**config.mk**
```make
export PLATFORM = sky130hd
export DESIGN_NAME = lz_sequence_token_encoder
export DESIGN_NICKNAME = d
export VERILOG_FILES = /design/src/sv/lzse_pkg.sv /design/src/sv/lzse_front.sv /design/src/sv/lzse_queue.sv /design/src/sv/lzse_back.sv /design/src/sv/lz_sequence_token_encoder.sv
export SDC_FILE = /design/constraint.sdc
export NUM_CORES = 1
export LEC_CHECK = 0
export ABC_AREA = 1
export BUFFER_PORTS_ARGS = -buffer_cell sky130_fd_sc_hd__buf_2
export CAP_MARGIN = 20
export CORE_MARGIN = 10
export CORE_UTILIZATION = 30
export DETAILED_ROUTE_END_ITERATION = 7
export GPL_ROUTABILITY_DRIVEN = 1
export PLACE_DENSITY = 0.49
export SLEW_MARGIN = 5
export SYNTH_ARGS = -nofsm -noshare
export SYNTH_HDL_FRONTEND = slang
export SYNTH_SLANG_ARGS = --single-unit
```
**constraint.sdc**
```tcl
create_clock -name clk -period 11.86 [get_ports clk]
set_input_delay 2.372 -clock clk [delete_from_list [all_inputs] [get_ports clk]]
set_output_delay 2.372 -clock clk [all_outputs]
set_load 0.02 [all_outputs]
```
**src/sv/lzse_pkg.sv**
```systemverilog
// Package for the LZ sequence token encoder: payload types, queue entry and codes.
`default_nettype none
package lzse_pkg;

  // Longest literal run an item may carry.
  localparam logic [11:0] MaxRun = 12'd4095;

  typedef struct packed {
    logic [11:0] literal_run;
    logic [13:0] match_length;
    logic [21:0] distance;
    logic        end_of_stream;
  } lzse_in_t;

  typedef struct packed {
    logic [47:0] header;
    logic [2:0]  header_bytes;
    logic [12:0] literal_count;
    logic        last;
    logic        error;
  } lzse_out_t;

  // Match token form, picked by length and distance.
  typedef enum logic [1:0] {
    FORM_SHORT = 2'd0,
    FORM_MID   = 2'd1,
    FORM_WIDE  = 2'd2,
    FORM_EXT   = 2'd3
  } lzse_form_t;

  // Token the back end emits in a given cycle.
  typedef enum logic [2:0] {
    TOK_ERR   = 3'd0,
    TOK_LONG  = 3'd1,
    TOK_SHORT = 3'd2,
    TOK_MATCH = 3'd3,
    TOK_TAIL  = 3'd4,
    TOK_TERM  = 3'd5
  } lzse_tok_t;

  // Classified item as held in the queue; match header lacks the literal field.
  typedef struct packed {
    logic [11:0] run;
    logic        eos;
    logic        err;
    lzse_form_t  form;
    logic [47:0] mhdr;
    logic [2:0]  mbytes;
  } lzse_entry_t;

endpackage
`default_nettype wire

```
**src/sv/lzse_front.sv**
```systemverilog
// Front end: checks an incoming sequence and builds its match token skeleton.
`default_nettype none
module lzse_front (
  input  wire lzse_pkg::lzse_in_t    item,
  output lzse_pkg::lzse_entry_t      entry
);

  logic [13:0] len;
  logic [21:0] mdist;
  logic [13:0] len3;
  logic [13:0] len4;
  logic [23:0] distf;
  logic [1:0]  dist_nb;
  logic        bad_match;

  assign len   = item.match_length;
  assign mdist = item.distance;
  assign len3  = len - 14'd3;
  assign len4  = len - 14'd4;

  // Flag matches no form can carry
  assign bad_match = (len < 14'd3) || ((len == 14'd3) && (mdist > 22'd511));

  // Distance field of the extended form
  always_comb begin
    if (mdist < 22'd32768) begin
      distf   = {8'd0, mdist[14:0], 1'b0};
      dist_nb = 2'd2;
    end else begin
      distf   = {mdist, 2'b01};
      dist_nb = 2'd3;
    end
  end

  // Pick the form and build its header with the literal field left clear
  always_comb begin
    entry.run  = item.literal_run;
    entry.eos  = item.end_of_stream;
    entry.err  = (item.literal_run > lzse_pkg::MaxRun) ||
                 (!item.end_of_stream && bad_match);
    if ((len <= 14'd10) && (mdist <= 22'd511)) begin
      entry.form   = lzse_pkg::FORM_SHORT;
      entry.mhdr   = 48'({mdist[8:0], len3[2:0], 4'b0000});
      entry.mbytes = 3'd2;
    end else if ((len <= 14'd67) && (mdist <= 22'd8191)) begin
      entry.form   = lzse_pkg::FORM_MID;
      entry.mhdr   = 48'({mdist[12:0], len4[5:0], 5'b00001});
      entry.mbytes = 3'd3;
    end else if ((len <= 14'd515) && (mdist <= 22'd131071)) begin
      entry.form   = lzse_pkg::FORM_WIDE;
      entry.mhdr   = 48'({mdist[16:0], len4[8:0], 6'b000011});
      entry.mbytes = 3'd4;
    end else if (len4 < 14'd128) begin
      entry.form   = lzse_pkg::FORM_EXT;
      entry.mhdr   = 48'({distf, len4[6:0], 1'b0, 8'h0F});
      entry.mbytes = 3'd2 + 3'(dist_nb);
    end else begin
      entry.form   = lzse_pkg::FORM_EXT;
      entry.mhdr   = {distf, len4, 2'b01, 8'h0F};
      entry.mbytes = 3'd3 + 3'(dist_nb);
    end
  end

endmodule
`default_nettype wire

```
**src/sv/lzse_queue.sv**
```systemverilog
// Short queue of classified items between the front and back ends.
`default_nettype none
module lzse_queue #(
  parameter int DEPTH = 4
) (
  input  wire                         clk,
  input  wire                         rst_n,
  input  wire                         push,
  input  wire lzse_pkg::lzse_entry_t  wr_entry,
  output logic                        full,
  input  wire                         pop,
  output logic                        rd_valid,
  output lzse_pkg::lzse_entry_t       rd_entry
);

  localparam int PtrW = (DEPTH > 1) ? $clog2(DEPTH) : 1;
  localparam int CntW = $clog2(DEPTH + 1);

  lzse_pkg::lzse_entry_t slots_r [DEPTH];
  logic [PtrW-1:0] wr_ptr_r, wr_ptr_nxt;
  logic [PtrW-1:0] rd_ptr_r, rd_ptr_nxt;
  logic [CntW-1:0] count_r, count_nxt;
  logic            do_push, do_pop;

  assign full     = (count_r == CntW'(DEPTH));
  assign rd_valid = (count_r != '0);
  assign rd_entry = slots_r[rd_ptr_r];
  assign do_push  = push && !full;
  assign do_pop   = pop && rd_valid;

  // Advance pointers with wrap at the depth
  always_comb begin
    wr_ptr_nxt = wr_ptr_r;
    rd_ptr_nxt = rd_ptr_r;
    count_nxt  = count_r;
    if (do_push) begin
      wr_ptr_nxt = (wr_ptr_r == PtrW'(DEPTH - 1)) ? '0 : wr_ptr_r + PtrW'(1);
    end
    if (do_pop) begin
      rd_ptr_nxt = (rd_ptr_r == PtrW'(DEPTH - 1)) ? '0 : rd_ptr_r + PtrW'(1);
    end
    if (do_push && !do_pop) begin
      count_nxt = count_r + CntW'(1);
    end else if (do_pop && !do_push) begin
      count_nxt = count_r - CntW'(1);
    end
  end

  always_ff @(posedge clk) begin
    if (!rst_n) begin
      wr_ptr_r <= '0;
      rd_ptr_r <= '0;
      count_r  <= '0;
    end else begin
      wr_ptr_r <= wr_ptr_nxt;
      rd_ptr_r <= rd_ptr_nxt;
      count_r  <= count_nxt;
    end
  end

  // Store the entry on a push transfer
  always_ff @(posedge clk) begin
    if (do_push) begin
      slots_r[wr_ptr_r] <= wr_entry;
    end
  end

endmodule
`default_nettype wire

```
**src/sv/lzse_back.sv**
```systemverilog
// Back end: steps through one item's tokens, one per cycle while the output is not stalled, into the output register.
`default_nettype none
module lzse_back (
  input  wire                         clk,
  input  wire                         rst_n,
  input  wire                         q_valid,
  input  wire lzse_pkg::lzse_entry_t  q_entry,
  output logic                        q_pop,
  output logic                        out_valid,
  input  wire                         out_stall,
  output lzse_pkg::lzse_out_t         out_item
);

  lzse_pkg::lzse_entry_t cur_r;
  logic                  cur_valid_r, cur_valid_nxt;
  logic [11:0]           rl_r, rl_nxt;
  logic                  out_valid_r;
  lzse_pkg::lzse_out_t   out_r, tok_item;
  lzse_pkg::lzse_tok_t   tok;
  logic                  adv, emit, done, load;
  logic [8:0]            q8;
  logic [8:0]            lj;
  logic [3:0]            sj;
  logic [4:0]            sj1;
  logic [1:0]            tj;
  logic [12:0]           k;
  logic [47:0]           rfield;

  assign adv  = !out_valid_r || !out_stall;
  assign emit = cur_valid_r && adv;

  // Chunk sizes from the remaining run
  assign q8  = rl_r[11:3];
  assign lj  = q8 - 9'd1;
  assign sj  = (q8 > 9'd16) ? 4'd15 : 4'(q8 - 9'd1);
  assign sj1 = {1'b0, sj} + 5'd1;
  assign tj  = (rl_r > 12'd3) ? 2'd3 : rl_r[1:0];

  // Pick this cycle's token
  always_comb begin
    if (cur_r.err) begin
      tok = lzse_pkg::TOK_ERR;
    end else if (!cur_r.eos) begin
      if (rl_r > 12'd135) begin
        tok = lzse_pkg::TOK_LONG;
      end else if (rl_r >= 12'd8) begin
        tok = lzse_pkg::TOK_SHORT;
      end else begin
        tok = lzse_pkg::TOK_MATCH;
      end
    end else if (rl_r > 12'd8) begin
      tok = lzse_pkg::TOK_SHORT;
    end else if (rl_r != 12'd0) begin
      tok = lzse_pkg::TOK_TAIL;
    end else begin
      tok = lzse_pkg::TOK_TERM;
    end
  end

  // Place the trailing literal count into the match header
  always_comb begin
    unique case (cur_r.form)
      lzse_pkg::FORM_SHORT: rfield = 48'({rl_r[2:0], 1'b0});
      lzse_pkg::FORM_MID:   rfield = 48'({rl_r[2:0], 2'b00});
      lzse_pkg::FORM_WIDE:  rfield = 48'({rl_r[2:0], 3'b000});
      lzse_pkg::FORM_EXT:   rfield = 48'({rl_r[2:0], 5'b00000});
      default:              rfield = '0;
    endcase
  end

  // Build the result and the literals it consumes
  always_comb begin
    tok_item = '0;
    k        = '0;
    done     = 1'b0;
    unique case (tok)
      lzse_pkg::TOK_ERR: begin
        tok_item.error = 1'b1;
        done           = 1'b1;
      end
      lzse_pkg::TOK_LONG: begin
        k                     = {1'b0, q8, 3'b000};
        tok_item.header       = 48'({lj, 7'h3F});
        tok_item.header_bytes = 3'd2;
      end
      lzse_pkg::TOK_SHORT: begin
        k                     = 13'({sj1, 3'b000});
        tok_item.header       = 48'({sj, 4'h7});
        tok_item.header_bytes = 3'd1;
      end
      lzse_pkg::TOK_MATCH: begin
        k                     = 13'(rl_r);
        tok_item.header       = cur_r.mhdr | rfield;
        tok_item.header_bytes = cur_r.mbytes;
        done                  = 1'b1;
      end
      lzse_pkg::TOK_TAIL: begin
        k                     = 13'(tj);
        tok_item.header       = 48'({tj, 6'h1F});
        tok_item.header_bytes = 3'd1;
      end
      lzse_pkg::TOK_TERM: begin
        tok_item.header       = 48'h1F;
        tok_item.header_bytes = 3'd1;
        done                  = 1'b1;
      end
      default: begin
        done = 1'b1;
      end
    endcase
    tok_item.literal_count = k;
    tok_item.last          = done;
  end

  // Take the next item when idle or when the current one finishes
  assign load          = (!cur_valid_r || (emit && done)) && q_valid;
  assign q_pop         = load;
  assign cur_valid_nxt = (!cur_valid_r || (emit && done)) ? q_valid : cur_valid_r;
  assign rl_nxt        = load ? q_entry.run : (emit ? rl_r - k[11:0] : rl_r);

  always_ff @(posedge clk) begin
    if (!rst_n) begin
      cur_valid_r <= 1'b0;
      out_valid_r <= 1'b0;
    end else begin
      cur_valid_r <= cur_valid_nxt;
      if (adv) begin
        out_valid_r <= emit;
      end
    end
  end

  // Hold payload of the current item and the output register
  always_ff @(posedge clk) begin
    rl_r <= rl_nxt;
    if (load) begin
      cur_r <= q_entry;
    end
    if (emit) begin
      out_r <= tok_item;
    end
  end

  assign out_valid = out_valid_r;
  assign out_item  = out_r;

  a_err_alone: assert property (@(posedge clk) disable iff (!rst_n)
    out_valid_r && out_r.error |-> out_r.last && (out_r.header_bytes == 3'd0))
    else $error("error result without last or with header bytes");

  a_hdr_nonzero: assert property (@(posedge clk) disable iff (!rst_n)
    out_valid_r && !out_r.error |-> (out_r.header_bytes != 3'd0))
    else $error("token result with no header bytes");

  a_run_shrinks: assert property (@(posedge clk) disable iff (!rst_n)
    emit && !done |=> (rl_r < $past(rl_r)))
    else $error("literal run did not shrink on a chunk token");

  a_reset_idle: assert property (@(posedge clk)
    !rst_n |=> !out_valid_r && !cur_valid_r)
    else $error("output valid after reset");

endmodule
`default_nettype wire

```
**src/sv/lz_sequence_token_encoder.sv**
```systemverilog
// Top level of the LZ sequence token encoder.
//
// Input channel in_*: one LZ sequence per transfer (literal run, match length,
// distance, end-of-stream). Output channel out_*: one token header per
// transfer, with the literal count the copier places after it; last marks
// the final token of a sequence and error a sequence that cannot be encoded.
// Both channels use valid/stall: a transfer happens when valid is high and
// stall is low.
// A sequence's first token passes through the queue, the back end's current
// item register and the output register. The back end sequencer emits one
// token per cycle while out_stall is low (typically one to three per sequence,
// up to 36 for a long end-of-stream tail). The front end classifies each sequence in
// the cycle it arrives and parks it in a QUEUE_DEPTH entry queue, so input
// transfers continue while the back end works or the receiver stalls.
// in_stall rises only when that queue is full; while out_stall is high the
// output register holds its token and the back end waits.
// Reset empties the queue and drops any token in flight.
`default_nettype none
module lz_sequence_token_encoder #(
  parameter int QUEUE_DEPTH = 4
) (
  input  wire                       clk,
  input  wire                       rst_n,
  input  wire                       in_valid,
  output logic                      in_stall,
  input  wire lzse_pkg::lzse_in_t   in_item,
  output logic                      out_valid,
  input  wire                       out_stall,
  output lzse_pkg::lzse_out_t       out_item
);

  lzse_pkg::lzse_entry_t front_entry;
  lzse_pkg::lzse_entry_t head_entry;
  logic                  q_full, q_valid, q_pop;

  // Classify the incoming sequence
  lzse_front u_front (
    .item  (in_item),
    .entry (front_entry)
  );

  // Buffer classified sequences
  lzse_queue #(
    .DEPTH (QUEUE_DEPTH)
  ) u_queue (
    .clk      (clk),
    .rst_n    (rst_n),
    .push     (in_valid),
    .wr_entry (front_entry),
    .full     (q_full),
    .pop      (q_pop),
    .rd_valid (q_valid),
    .rd_entry (head_entry)
  );

  // Emit tokens
  lzse_back u_back (
    .clk       (clk),
    .rst_n     (rst_n),
    .q_valid   (q_valid),
    .q_entry   (head_entry),
    .q_pop     (q_pop),
    .out_valid (out_valid),
    .out_stall (out_stall),
    .out_item  (out_item)
  );

  assign in_stall = q_full;

endmodule
`default_nettype wire

```
==> results.json, run 1 <==
{
  "synth.yosys.seq_area_share_pct": 68.4,
  "worst_slew_pin_slew_ns": 0.985,
  "rsz0062_at_grt": "false",
  "cts-root-buf": "clkbuf_16",
  "worst-r2r-setup-slack_ns": 7.33,
  "dp_hpwl_um": 30100,
  "power.density_cell_area_nw_per_um2": 253,
  "class_of_the_tightest_hold_or_removal_check": "flip-flop to flip-flop",
  "vias": 11700,
  "ant_nets": 0,
  "pin_count": 121,
  "synth.top_cells.by_area": "edfxtp_1 (67%), o21ai_0 (5.1%), nor2_1 (5.1%)",
  "route.detailed.drc": 0,
  "cts-buffers-inserted": 46,
  "yosysUniqueCellTypes": 49,
  "slew_headroom_pct": 34.4,
  "drt_pass_1_iters": 5,
  "fillers": 5675,
  "max_cap_violations": 0,
  "finish_stage_setup_viols": 0,
  "antenna_cells": 0,
  "first_pass_grt_wire_length_um": 71800,
  "core_area_um2": 56600,
  "first_global_vias": 11400,
  "clock_insertion_delay_worst_skew_ns": 0.58,
  "dieArea_um2": 67400,
  "via_per_inst": 4.82,
  "detailed_routed_wire_length_on_met3_um": 3560,
  "switching_share_pct": 35.1,
  "cts_max_path_buffers": 3,
  "post-synth-top-count-cell": "edfxtp_1",
  "start_kind": "primary input",
  "clock_skew_ns": 0.0220,
  "clock_sinks": 396,
  "antenna_found_initial": 10,
  "number_of_synthesized_register_bits": 396,
  "gp_congestion": 0.856,
  "cts.reportedPaths.clkPinSlew_ns": 0.05,
  "power_report.internal_total_mw": 3.31,
  "number_of_enable_flip_flop_cells_after_synthesis": 385,
  "buffer_ports.inserted": 119,
  "post-route-min-period_ns": 6.21,
  "post_cts.resized_instances": 0,
  "final_cycle_share_pct": 52.4,
  "r2r-start": "u_back.rl_r[5]",
  "wl_met1_um": 21700,
  "power.combinational.fraction_pct": 29.6,
  "syn_area_per_cell_um2": 11.4,
  "globalRouteOverflowTotal": 0,
  "hold-worst-slack_ns": 0.494,
  "nNetsFinal": 1711,
  "cellLeakagePower_nw": 7.53,
  "synth_top_area_share_pct": 67.1,
  "synth_warnings": 0,
  "post_cts_hold_buffer_count": 0,
  "status": "complete, no violations",
  "totalNegativeSetupSlack_ns": 0,
  "die_y_um": 260,
  "power_frac_seq_pct": 41.9,
  "cts-htree-levels": 2,
  "postCtsSetupBuffers": 0,
  "ratio_of_cells_with_drive_above_1_in_the_final_layout_pct": 14.1,
  "timing.critical_path.fanout_max": 24,
  "clkPwrFrac_pct": 28.6,
  "top_layer_used": "met5",
  "switching_power_mw": 1.79,
  "start_util_pct": 30.4,
  "1st_iter_drt_viols": 771,
  "r2r_worst_path_depth": 22,
  "tritoncts_clock_tree": "done",
  "die_width_um": 260,
  "critical_path.reg2reg.endpoint": "u_back.rl_r[9]",
  "dominantRegCellSynth": "edfxtp_1",
  "endpoint_kind": "flip-flop",
  "areaGrowthSynthToFinish_pct": 17.0,
  "wl_per_cell_um": 19.5,
  "worst_setup_path_endpoint": "u_queue.slots_r[3][0]",
  "yosys-top-cells-count": "edfxtp_1 (385), nor2_1 (232), nand2_1 (192)",
  "critical_setup_path_kind": "primary input to flip-flop",
  "met2WireLength_um": 21100,
  "syn_std_cell_area_um2": 17200,
  "detail_route.wirelength_um": 47300,
  "timing.critical_path.from": "in_item[21]",
  "final-max-slew-violation-count": 0,
  "asyncSetResetFlopFracSynth_pct": 0,
  "vdd_ir_drop_max_mv": 0.183,
  "arrival_ns": 6.63,
  "grt_overall_usage_pct": 13.8,
  "num_rows": 87,
  "fmax_ghz": 0.161,
  "largest_net_degree_at_the_start_of_global_routing": 75,
  "hold_viol": 0,
  "syn_inst": 1517,
  "cp.required_ns": 12.28,
  "syn_nets": 1598,
  "synthDominantAreaCellType": "edfxtp_1"
}
-- power by group through the flow --
stage | clock (mW) | sequential (mW) | combinational, mW
after detailed placement | 0 | 2.17 | 1.53
final | 1.46 | 2.14 | 1.51
after global placement | 0 | 2.17 | 1.53
after CTS | 1.50 | 2.14 | 1.54
after global routing | 1.56 | 2.17 | 1.71
after floorplan | 0 | 2.22 | 0.930
-- how the worst min path moves through the flow --
stage | startpoint | to | slack [ns] | depth (start not counted)
after floorplan | u_queue.count_r[2] | u_queue.count_r[2] | 0.46 | 2
after global placement | u_queue.count_r[1] | u_queue.count_r[1] | 0.48 | 2
after detailed placement | u_queue.count_r[2] | u_queue.count_r[2] | 0.48 | 2
after CTS | u_queue.count_r[2] | u_queue.count_r[2] | 0.49 | 2
after global routing | u_queue.count_r[2] | u_queue.count_r[2] | 0.51 | 2
final | u_queue.count_r[2] | u_queue.count_r[2] | 0.49 | 2
-- cells by family (layout without fill, tap and decap cells) --
group | after synthesis | count (layout) | synth area share, %
AO/OA/AOI/OAI | 329 | 329 | 10.7
XOR/XNOR | 22 | 22 | 1.21
adder cells (fa/ha/maj) | 28 | 28 | 2.12
buffers and inverters | 217 | 366 | 5.06
flip-flops | 396 | 396 | 68.4
other | 1 | 1 | 0.0218
AND/OR/NAND/NOR | 524 | 524 | 12.6
-- cells in the final DEF, fill, tap and decap left out, types with 3 or more instances in the layout --
master / count
buf_4: 15
nand2_1: 192
nand2_2: 4
clkbuf_16: 47
buf_2: 119
bufinv_16: 8
or2_2: 4
nor2_4: 8
inv_1: 142
a32o_1: 9
nor3_1: 16
o21ai_0: 175
clkinv_2: 11
nand3_1: 52
dfxtp_1: 9
clkbuf_1: 9
a21oi_1: 55
edfxtp_1: 385
nor2_1: 228
nor2_2: 3
a211oi_1: 3
inv_2: 4
o211ai_1: 4
nand3_2: 3
ha_1: 26
o22ai_1: 68
nand4_1: 10
xor2_1: 14
xnor2_1: 6
clkinv_1: 8
-- state kept, by name, summed over array words and instances (netlist names), named ones only --
signal              flops
u_back.out_item        65
u_queue.slots_r       256
u_back.cur_r           52
u_back.rl_r            12
u_back.cur_valid_r      1
u_queue.rd_ptr_r        2
u_back.out_valid        1
u_queue.wr_ptr_r        2
u_queue.count_r         3
-- per-layer routing --
layer,track usage (%),vias to the layer above
met5,0,-
met4,3.65,20
met3,3.72,78
met2,21.3,339
met1,18.8,5667
li1,-,5571
-- final cells by class --
| class | instances | area, um2 | share of cell area, % |
|---|---|---|---|
| Timing Repair Buffer | 134 | 708 | 3.51 |
| Sequential cell | 396 | 11800 | 58.5 |
| Tap cell | 756 | 946 | 4.69 |
| Inverter | 148 | 558 | 2.77 |
| Multi-Input combinational cell | 904 | 4610 | 22.9 |
| Clock inverter | 28 | 340 | 1.69 |
| Clock buffer | 56 | 1210 | 6.00 |
-- critical path, stage by stage --
cell and delay, ns:
buf_2 0.11, inv_1 0.07, nand2_1 0.06, nor2_1 0.17
nand3_1 0.54, inv_1 0.54, nand3_1 0.74, nand2_1 0.94
inv_1 0.47, nor2_1 0.39, o21a_1 0.23
-- stage by stage --
stage,cells,util (%),area [um2],total power [mW],worst slack [ns]
floorplan,1517,-,17200,3.15,6.05
global route,2422,35.6,20200,5.44,5.21
finish,2422,35.6,20200,5.11,5.65
CTS,2422,35.6,20200,5.19,5.74
detailed placement,2338,32.9,18600,3.70,5.14
global placement,2338,32.9,18600,3.69,5.31
Note: power is estimated with default switching activity, not from simulation.
==> run 2: changes to the inputs <==
--- a/config.mk
+++ b/config.mk
@@ -12,7 +12,7 @@
 export CORE_UTILIZATION = 30
 export DETAILED_ROUTE_END_ITERATION = 7
 export GPL_ROUTABILITY_DRIVEN = 1
-export PLACE_DENSITY = 0.49
+export PLACE_DENSITY = 0.51
 export SLEW_MARGIN = 5
 export SYNTH_ARGS = -nofsm -noshare
 export SYNTH_HDL_FRONTEND = slang
==> constraint.sdc (replaced) <==
create_clock -name clk -period 5.5 [get_ports clk]
set_input_delay 1.1 -clock clk [delete_from_list [all_inputs] [get_ports clk]]
set_output_delay 1.1 -clock clk [all_outputs]
set_load 0.02 [all_outputs]
==> results.json, run 2 (same netlist as run 1, synthesis figures left out) <==
{
  "ant_nets": 0,
  "clock_insertion_delay_worst_skew_ns": 0.58,
  "endpoint_kind": "flip-flop",
  "timing.critical_path.fanout_max": 21,
  "final-max-slew-violation-count": 0,
  "power.total_mw": 10.6,
  "class_of_the_tightest_hold_or_removal_check": "flip-flop to flip-flop",
  "detailed_routed_wire_length_on_met3_um": 3180,
  "vdd_ir_drop_max_mv": 0.288,
  "gp_congestion": 0.907,
  "finish_stage_setup_viols": 0,
  "wl_met1_um": 22200,
  "route.detailed.drc": 0,
  "clock_sinks": 396,
  "vias": 11600,
  "die_y_um": 260,
  "start_util_pct": 30.4,
  "start_kind": "flip-flop",
  "slew_headroom_pct": 28.0,
  "cts-root-buf": "clkbuf_16",
  "critical_setup_path_kind": "flip-flop to flip-flop",
  "wl_per_cell_um": 19.3,
  "fmax_ghz": 0.230,
  "pin_count": 121,
  "largest-register": "u_queue.slots_r",
  "first_global_vias": 11300,
  "buffer_ports.inserted": 119,
  "globalRouteOverflowTotal": 0,
  "grt_overall_usage_pct": 13.6,
  "totalNegativeSetupSlack_ns": 0,
  "critical_path.reg2reg.endpoint": "u_back.rl_r[9]",
  "hold_viol": 0,
  "worst_slew_pin_slew_ns": 1.08,
  "hold_start": "u_queue.count_r[2]",
  "tritoncts_clock_tree": "done",
  "clock_skew_ns": 0.0258,
  "drt_pass_1_iters": 6,
  "post-route-min-period_ns": 4.34,
  "num_rows": 87,
  "cellLeakagePower_nw": 7.43,
  "arrival_ns": 4.68,
  "worst-r2r-setup-slack_ns": 1.16,
  "power.density_cell_area_nw_per_um2": 529,
  "post_cts_hold_buffer_count": 0,
  "post_cts.resized_instances": 0,
  "via_per_inst": 4.79,
  "most_common_cell_after_layout_fill_and_taps_aside": "edfxtp_1",
  "antenna_found_initial": 3,
  "top_layer_used": "met4",
  "r2r-start": "u_back.rl_r[6]",
  "max_cap_violations": 0,
  "dp_hpwl_um": 31000,
  "final_cycle_share_pct": 78.9,
  "status": "complete, no violations",
  "die_width_um": 260,
  "core_area_um2": 56600,
  "cts.reportedPaths.clkPinSlew_ns": 0.06,
  "areaGrowthSynthToFinish_pct": 15.8,
  "cts_max_path_buffers": 3,
  "whs_endpoint": "u_queue.count_r[2]",
  "largest_net_degree_at_the_start_of_global_routing": 97,
  "postCtsSetupBuffers": 0,
  "cts-htree-levels": 2,
  "nNetsFinal": 1712,
  "ratio_of_cells_with_drive_above_1_in_the_final_layout_pct": 13.7,
  "first_pass_grt_wire_length_um": 70700,
  "cp.required_ns": 5.84,
  "hold-worst-slack_ns": 0.489,
  "top_library_cells_by_usage_in_the_layout_fill_and_taps_aside": "edfxtp_1 (385), nor2_1 (228), nand2_1 (192), o21ai_0 (175), inv_1 (142)",
  "detail_route.wirelength_um": 46700,
  "number_of_instances_on_the_worst_hold_path": 2,
  "largest_register_ffs": 256,
  "r2r_worst_path_depth": 21,
  "cts-buffers-inserted": 43,
  "1st_iter_drt_viols": 972,
  "met2WireLength_um": 20500,
  "rsz0062_at_grt": "false",
  "dieArea_um2": 67400
}
-- run 2: how the worst max path moves through the flow --
stage / startpoint / to
2_1_floorplan: in_valid / u_queue.slots_r[0][0]
3_3_place_gp: in_item[25] / u_queue.slots_r[1][42]
3_5_place_dp: in_item[25] / u_queue.slots_r[1][28]
4_1_cts: u_back.rl_r[6] / u_back.rl_r[9]
5_1_grt: u_back.rl_r[5] / u_back.rl_r[9]
6_report: u_back.rl_r[6] / u_back.rl_r[9]
-- run 2: metrics by stage --
step / util [%] / setup slack [ns] / area, um2 / instances
6_report: 35.3 / 1.16 / 20000 / 2422
5_1_grt: 35.3 / 0.552 / 20000 / 2421
4_1_cts: 35.3 / 1.10 / 20000 / 2421
3_5_place_dp: 33.0 / 1.06 / 18700 / 2342
3_3_place_gp: 33.0 / 1.10 / 18700 / 2342
2_1_floorplan: - / 0.959 / 17200 / 1517
-- run 2: routing by layer --
metal  GRT usage (%)  vias to the layer above
met1            19.3                     5616
met3            3.16                       57
met2            20.7                      363
met4            3.44                        0
met5               0                        -
li1                -                     5562
-- run 2: area by class of cell --
type | count | area (um2)
Inverter | 148 | 557
Multi-Input combinational cell | 904 | 4610
Tap cell | 756 | 946
Fill cell | 5669 | 36600
Sequential cell | 396 | 11800
Clock inverter | 23 | 149
Clock buffer | 56 | 1150
Timing Repair Buffer | 138 | 763
Antenna cell | 1 | 2.50
-- run 2: worst max-delay path, stage by stage, from the launching register on --
cell      delay, ns
edfxtp_1       0.47
nor2_1         0.29
nand2_1        0.12
nand2_1        0.12
nand2_1        0.08
nand2_1        0.06
nand2_1        0.07
inv_1          0.11
nand2_1        0.09
nor2_4         0.28
inv_1          0.46
nor2_1         0.33
inv_1          0.08
ha_1           0.37
a21oi_1        0.16
nand2_1        0.12
a21boi_0       0.30
o21ai_0        0.19
a21oi_1        0.19
xnor2_1        0.08
nand2_1        0.06
nand2_1        0.05
-- run 2: power breakdown --
part / internal (mW) / switching (mW)
Clock: 1.52 / 1.16
Sequential: 4.28 / 0.310
Combinational: 0.931 / 2.34
